<file path="config.mk">
export PLATFORM = sky130hd
export DESIGN_NAME = float32_multiplier
export DESIGN_NICKNAME = d
export VERILOG_FILES = /design/src/design/fm32_pkg.sv /design/src/design/float32_multiplier.sv
export SDC_FILE = /design/constraint.sdc
export NUM_CORES = 2
export LEC_CHECK = 0
export BUFFER_PORTS_ARGS = -buffer_cell sky130_fd_sc_hd__buf_2
export CAP_MARGIN = 20
export CELL_PAD_IN_SITES_DETAIL_PLACEMENT = 0
export CELL_PAD_IN_SITES_GLOBAL_PLACEMENT = 1
export CORE_MARGIN = 2
export CORE_UTILIZATION = 30
export DETAILED_ROUTE_END_ITERATION = 7
export GPL_TIMING_DRIVEN = 0
export PLACE_DENSITY = 0.56
export SLEW_MARGIN = 15
export SYNTH_ARGS = -nofsm -noshare
export SYNTH_HDL_FRONTEND = slang
export SYNTH_SLANG_ARGS = --single-unit
</file>
<file path="constraint.sdc">
create_clock -name i_clk -period 9.15 [get_ports i_clk]
set_clock_uncertainty 0.05 [all_clocks]
set_input_delay 0.4575 -clock i_clk [delete_from_list [all_inputs] [get_ports i_clk]]
set_output_delay 0.4575 -clock i_clk [all_outputs]
set_load 0.01 [all_outputs]
</file>
<file path="src/design/fm32_pkg.sv">
package fm32_pkg;

    localparam int unsigned FracBits = 23;
    localparam int unsigned ExpBits  = 8;
    localparam int unsigned MantBits = FracBits + 1;
    localparam int unsigned ProdBits = 2 * MantBits;

    localparam logic [9:0] ExpBias = 10'd127;
    localparam logic [9:0] ExpMax  = 10'd255;
    localparam logic [FracBits-1:0] FracOnes = '1;

    typedef struct packed {
        logic                a_sign;
        logic [ExpBits-1:0]  a_exponent;
        logic [FracBits-1:0] a_fraction;
        logic                b_sign;
        logic [ExpBits-1:0]  b_exponent;
        logic [FracBits-1:0] b_fraction;
    } t_fm32_in;

    typedef struct packed {
        logic                product_sign;
        logic [ExpBits-1:0]  product_exponent;
        logic [FracBits-1:0] product_fraction;
        logic                overflow_flag;
        logic                underflow_flag;
    } t_fm32_out;

endpackage

</file>
<file path="src/design/float32_multiplier.sv">
// Channel  | Ports                         | Handshake
// ---------+-------------------------------+----------------------------------
// operands | i_start, o_busy, i_operands   | taken when i_start and !o_busy
// product  | o_done, o_product             | o_done high one cycle, no stall
//
// Four register stages: input capture, 24x24 multiply, normalize and
// exponent check, output. o_done rises with the output stage, in step with o_product.
// A new transaction is taken every cycle; o_busy is always low since the
// receiver cannot stall. Reset clears the valid bits only.
module float32_multiplier (
    input  logic               i_clk,
    input  logic               i_rst_n,
    input  logic               i_start,
    output logic               o_busy,
    input  fm32_pkg::t_fm32_in i_operands,
    output logic               o_done,
    output fm32_pkg::t_fm32_out o_product
);

    localparam int unsigned FB = fm32_pkg::FracBits;
    localparam int unsigned PB = fm32_pkg::ProdBits;

    logic [3:0] r_vld;
    logic [3:0] n_vld;

    // stage 1: capture
    fm32_pkg::t_fm32_in r_s1;

    // stage 2: product and raw exponent
    logic [PB-1:0] r_s2_prod;
    logic [9:0]    r_s2_exp;
    logic          r_s2_sign;
    logic          r_s2_zero;

    // stage 3: normalized
    logic [FB-1:0] r_s3_frac;
    logic [9:0]    r_s3_exp;
    logic          r_s3_sign;
    logic          r_s3_zero;

    fm32_pkg::t_fm32_out r_out;
    fm32_pkg::t_fm32_out n_out;

    logic [PB-1:0] n_prod;
    logic [9:0]    n_exp2;
    logic [FB-1:0] n_frac3;
    logic [9:0]    n_exp3;

    assign n_vld = {r_vld[2:0], i_start};

    always_ff @(posedge i_clk) begin
        if (!i_rst_n) begin
            r_vld <= '0;
        end else begin
            r_vld <= n_vld;
        end
    end

    assign n_prod = PB'({1'b1, r_s1.a_fraction}) * PB'({1'b1, r_s1.b_fraction});
    assign n_exp2 = {2'b00, r_s1.a_exponent} + {2'b00, r_s1.b_exponent};

    always_comb begin
        // top product bit set: take the wider shift and bump the exponent
        if (r_s2_prod[PB-1]) begin
            n_frac3 = r_s2_prod[PB-2 -: FB];
            n_exp3  = r_s2_exp + 10'd1;
        end else begin
            n_frac3 = r_s2_prod[PB-3 -: FB];
            n_exp3  = r_s2_exp;
        end
    end

    always_comb begin
        n_out = '0;
        if (!r_s3_zero) begin
            // exponent still carries the bias: >= 255+127 overflows, <= 127 underflows
            if (r_s3_exp >= fm32_pkg::ExpMax + fm32_pkg::ExpBias) begin
                n_out.product_sign     = r_s3_sign;
                n_out.product_exponent = fm32_pkg::ExpMax[7:0];
                n_out.product_fraction = fm32_pkg::FracOnes;
                n_out.overflow_flag    = 1'b1;
            end else if (r_s3_exp <= fm32_pkg::ExpBias) begin
                n_out.underflow_flag = 1'b1;
            end else begin
                n_out.product_sign     = r_s3_sign;
                n_out.product_exponent = 8'(r_s3_exp - fm32_pkg::ExpBias);
                n_out.product_fraction = r_s3_frac;
            end
        end
    end

    always_ff @(posedge i_clk) begin
        r_s1      <= i_operands;
        r_s2_prod <= n_prod;
        r_s2_exp  <= n_exp2;
        r_s2_sign <= r_s1.a_sign ^ r_s1.b_sign;
        r_s2_zero <= (r_s1.a_exponent == '0) || (r_s1.b_exponent == '0);
        r_s3_frac <= n_frac3;
        r_s3_exp  <= n_exp3;
        r_s3_sign <= r_s2_sign;
        r_s3_zero <= r_s2_zero;
        r_out     <= n_out;
    end

    assign o_busy    = 1'b0;
    assign o_done    = r_vld[3];
    assign o_product = r_out;

endmodule
</file>
Word level (Yosys, flattened, before mapping)

Cells that the tools add are included.

Input bits: 67
Logic and storage cells: 37
Bits in registers: 196

Magnitude comparators: 2
$mul: 1
Reduce and logical (&&, ||, !) cells: 4
Bitwise operators: 1
Mux-type cells: 6
Add/subtract/negate cells: 3

Operator list:

| cell                   | count |
|---|---|
| $mux W32               | 2 |
| $mul A24 B24 Y48       | 1 |
| $mux W23               | 1 |
| $logic_not A8 Y1       | 2 |
| $add A9 B1 Y10 const B | 1 |
| $ge A10 B9 Y1 const B  | 1 |
| $le A10 B7 Y1 const B  | 1 |
| $mux W10               | 1 |
| $add A8 B8 Y9          | 1 |
| $sub A8 B7 Y8 const B  | 1 |
| $mux W1                | 2 |
| $reduce_or A2 Y1       | 1 |
| $logic_or A1 B1 Y1     | 1 |
| $xor A1 B1 Y1          | 1 |

Logic depth before layout (Yosys ltp)

Depth in word-level cells: 3
Gate-level depth with buffers: 24
Mapped depth without buffers: 23

Worst setup path after synthesis

OpenSTA, ideal clock, no wires.

Path kind: register to register
Start point: reg r_s1[45] in the netlist's numbering
End point: reg r_s2_prod[40]
Arrival: 6.242 ns
Data required time: 9.028 ns
Stages on the path, launching flop included: 24
Path slack: 2.786 ns
Library setup time: 0.072 ns
Cells stage by stage: dfxtp_1 > clkbuf_1 > nand2_1 > fa_1 > inv_1 > fa_1 > inv_1 > fa_1 > inv_1 > fa_1 > inv_1 > fa_1 > inv_1 > fa_1 > inv_1 > fa_1 > inv_1 > ha_1 > nand2_1 > or4b_1 > o21ai_0 > a21oi_1 > o31ai_1 > xor2_1

Longest elaborated chain between the ends: 1

RTL lines:

| what                   | RTL line                 | source |
|---|---|---|
| start, declared        | float32_multiplier.sv:27 | `fm32_pkg::t_fm32_in r_s1;` |
| start signal, assigned | float32_multiplier.sv:93 | `r_s1 <= i_operands;` |
| $mul A24 B24 Y48       | float32_multiplier.sv:59 | `assign n_prod = PB'({1'b1, r_s1.a_fraction}) * PB'({1'b1, r_s1.b_fraction});` |
| net n_prod[40]         | float32_multiplier.sv:44 | `logic [PB-1:0] n_prod;` |
| end signal, assigned   | float32_multiplier.sv:94 | `r_s2_prod <= n_prod;` |
| end, declared          | float32_multiplier.sv:30 | `logic [PB-1:0] r_s2_prod;` |

The timed path passes the listed nets, and every way through them passes these cells.
A chain may end at the register's enable or synchronous reset.

Worst setup path in the final report

Start point: reg r_s1[41] in the netlist's numbering
End point: reg r_s2_prod[39]

The elaborated chain is that of the path after synthesis.

==> results.yml <==
placement:
  pre_cts_slack_ps: 687
  place_hpwl_um: 64300
  gp_congestion: 0.923
  io_buffers: 101
synth:
  synthDistinctLibCells: 63
  syn_avg_cell_area_um2: 9.30
  synth_edf_count: 0
  ys_async_sr_fraction_pct: 0
  ys_top_cells_by_area: "fa_1 (41%), dfxtp_1 (15%), ha_1 (9.6%), inv_1 (9.4%), and2_1 (6.5%)"
  yosys.cell_count.top_type: "inv_1"
  synthFlopType: "dfxtp_1"
  synth_top_area_share_pct: 41.3
  synth_common_cells: "inv_1 (584), fa_1 (482), nand2_1 (357)"
  ys_seq_elements: 173
  ys_warn_count: 0
  synth_cells: 2513
  yosysTopAreaCell: "fa_1"
  syn-cell-area_mm2: 0.0234
  yosysSeqAreaShare_pct: 14.8
  synth_fp_nets: 3242
final_layout:
  drive_above_1_share_pct: 6.58
  multiInputGateArea_mm2: 0.0173
  final_util_pct: 33.9
  final-seq-area_mm2: 0.00346
  n_fill_cell: 8149
  nets: 3404
  syn2layout_area_growth_pct: 12.0
  antenna_cells: 0
setup_path:
  cp.required_ps: 9480
  crit_arrival_ps: 8960
  start_kind: "register"
  endpoint_kind: "register"
  critPathMaxFanout: 10
  critical_path_class: "reg -> reg"
drt:
  ant_nets: 0
  drt-wirelength-per-cell_um: 21.0
  drt_pre_antenna_iters: 5
  drt_iter0_drc: 996
  wl_um: 78200
  drc_errors: 0
  vias: 16900
  viasPerCell: 4.54
floorplan:
  row_count: 102
  die_w_um: 283
  core-area_mm2: 0.0773
  ioPinCount: 103
  die_y_um: 283
  start_util_pct: 30.2
  die_area_mm2: 0.0801
run_status:
  run_status: "complete, no violations"
timing:
  hold_viol: 0
  slew_headroom_pct: 24.3
  rsz0062_at_grt: "false"
  finalSetupViolations: 0
  final-max-slew-violation-count: 0
  fin_setup_tns_ps: 0
  min_period_over_period_pct: 94.3
  setup_slack_ps: 521
  max_freq_ghz: 0.116
  worst_pin_slew_ps: 1110
  post-route-min-period_ps: 8630
flow_run:
  max-cap-violations: 0
clock_tree:
  worstSkewPairLatency_ps: 480
  tritoncts: "built"
  root_buffer: "clkbuf_16"
  clock_sinks: 173
  clock_path_buffers: 2
  cts_buffers: 17
  path_clk_slew_ps: 90
  htreeDepth: 4
  cts-resized-gates: 0
global_route:
  grt_max_degree: 18
  grt_pass1_wl_um: 119000
  gr-usage-all-layers_pct: 20.2
  grt_pass1_vias: 18800
  antenna_found_initial: 2
  overflow: 0
min_path:
  min_path_type: "in -> reg"
## registers in the layout (all words and copies together), names as in the netlist, 4 cells and up
register	count
r_s2_exp	9
r_s3_frac	23
o_product	34
r_s3_exp	10
r_vld	4
r_s1	64
r_s2_prod	25
## final cells by class
class	instances	area share (%)
Buffer	107	1.56
Clock buffer	19	1.65
Clock inverter	13	0.578
Inverter	586	8.40
Multi-Input combinational cell	1647	66.1
Sequential cell	173	13.2
Tap cell	1040	4.97
Timing Repair Buffer	143	3.54
## layout by cell type, fill, tap and decap left out, types with 3 or more instances in the layout
master         Yosys  routed
inv_1            584     584
fa_1             482     482
nand2_1          357     357
and2_1           243     243
ha_1             180     180
dfxtp_1          173     173
clkbuf_1         102     104
buf_2              2     103
nor2_1            60      60
a21oi_1           51      51
o21ai_0           49      49
dlygate4sd3_1      0      42
mux2_2            25      25
xnor2_1           24      24
xor2_1            21      21
a21o_1            20      20
clkbuf_16          0      17
nand3_1           13      13
and3_1            12      12
nand4_1           12      12
o21bai_1          10      10
nor3_1             7       7
nor4_1             7       7
nand2b_1           6       6
and2_2             5       5
and4_1             5       5
o211ai_1           5       5
a211oi_1           5       5
a31oi_1            4       4
or2_2              4       4
inv_6              0       4
a221oi_1           3       3
or3_1              3       3
clkinvlp_4         0       3
## logic make-up (layout without fill, tap and decap cells)
logic type	count (synthesis)	after routing	share of synthesized area, %
AND/OR/NAND/NOR	743	743	15.5
flip-flops	173	173	14.8
adder cells (fa/ha/maj)	662	662	50.9
AO/OA/AOI/OAI	170	170	4.62
other	1	1	0.0160
multiplexers	26	26	1.25
buffers and inverters	693	868	11.2
XOR/XNOR	45	45	1.69
## worst max-delay path, stage by stage (launching register included)
cell and delay (ps):
dfxtp_1 830, clkbuf_1 750, and2_1 260, fa_1 440
fa_1 520, inv_1 50, fa_1 470, inv_1 50
fa_1 490, inv_1 50, fa_1 530, inv_1 50
fa_1 470, inv_1 50, fa_1 470, inv_1 80
ha_1 390, nand4_1 160, a21oi_1 170, o21ai_0 170
a2111oi_0 990, o21ai_0 470, o21bai_1 300, xor2_1 260
## routing by layer
layer / global-route usage, % / vias up / share of wire (%) / wire length, um
met2: 32.7 / 547 / 46 / 36000
li1: - / 7740 / - / -
met3: 4.43 / 91 / 6.9 / 5360
met4: 6.06 / 0 / 3.1 / 2450
met1: 26.9 / 8541 / 44 / 34400
met5: 0 / - / 0 / 0
## per-stage QoR
stage          std cells  hold slack, ps  instance area [um^2]
2_1_floorplan       2513             260                 23400
3_3_place_gp        3654             270                 25200
3_5_place_dp        3654             270                 25200
4_1_cts             3728           0.515                 26200
5_1_grt             3728            11.0                 26200
6_report            3728            34.6                 26200
## final timing paths
kind | from | endpoint | slack (ps) | cells past startpoint
setup / recovery | r_s1[41] | r_s2_prod[39] | 520 | 23
hold / removal | i_operands[43] | r_s1[43] | 30 | 1
setup reg to reg | r_s1[41] | r_s2_prod[39] | 520 | 23
hold reg to reg | r_s2_zero | r_s3_zero | 290 | 0
## timing repair
item,4_1_cts,5_1_grt
hold buffers,42,0
buffers inserted,0,0
endpoints found under the setup margin,0,0
hold endpoints to repair,42,0
Power is not shown: default switching activity piles up to over one toggle a cycle in this logic, so the estimate is an artifact.
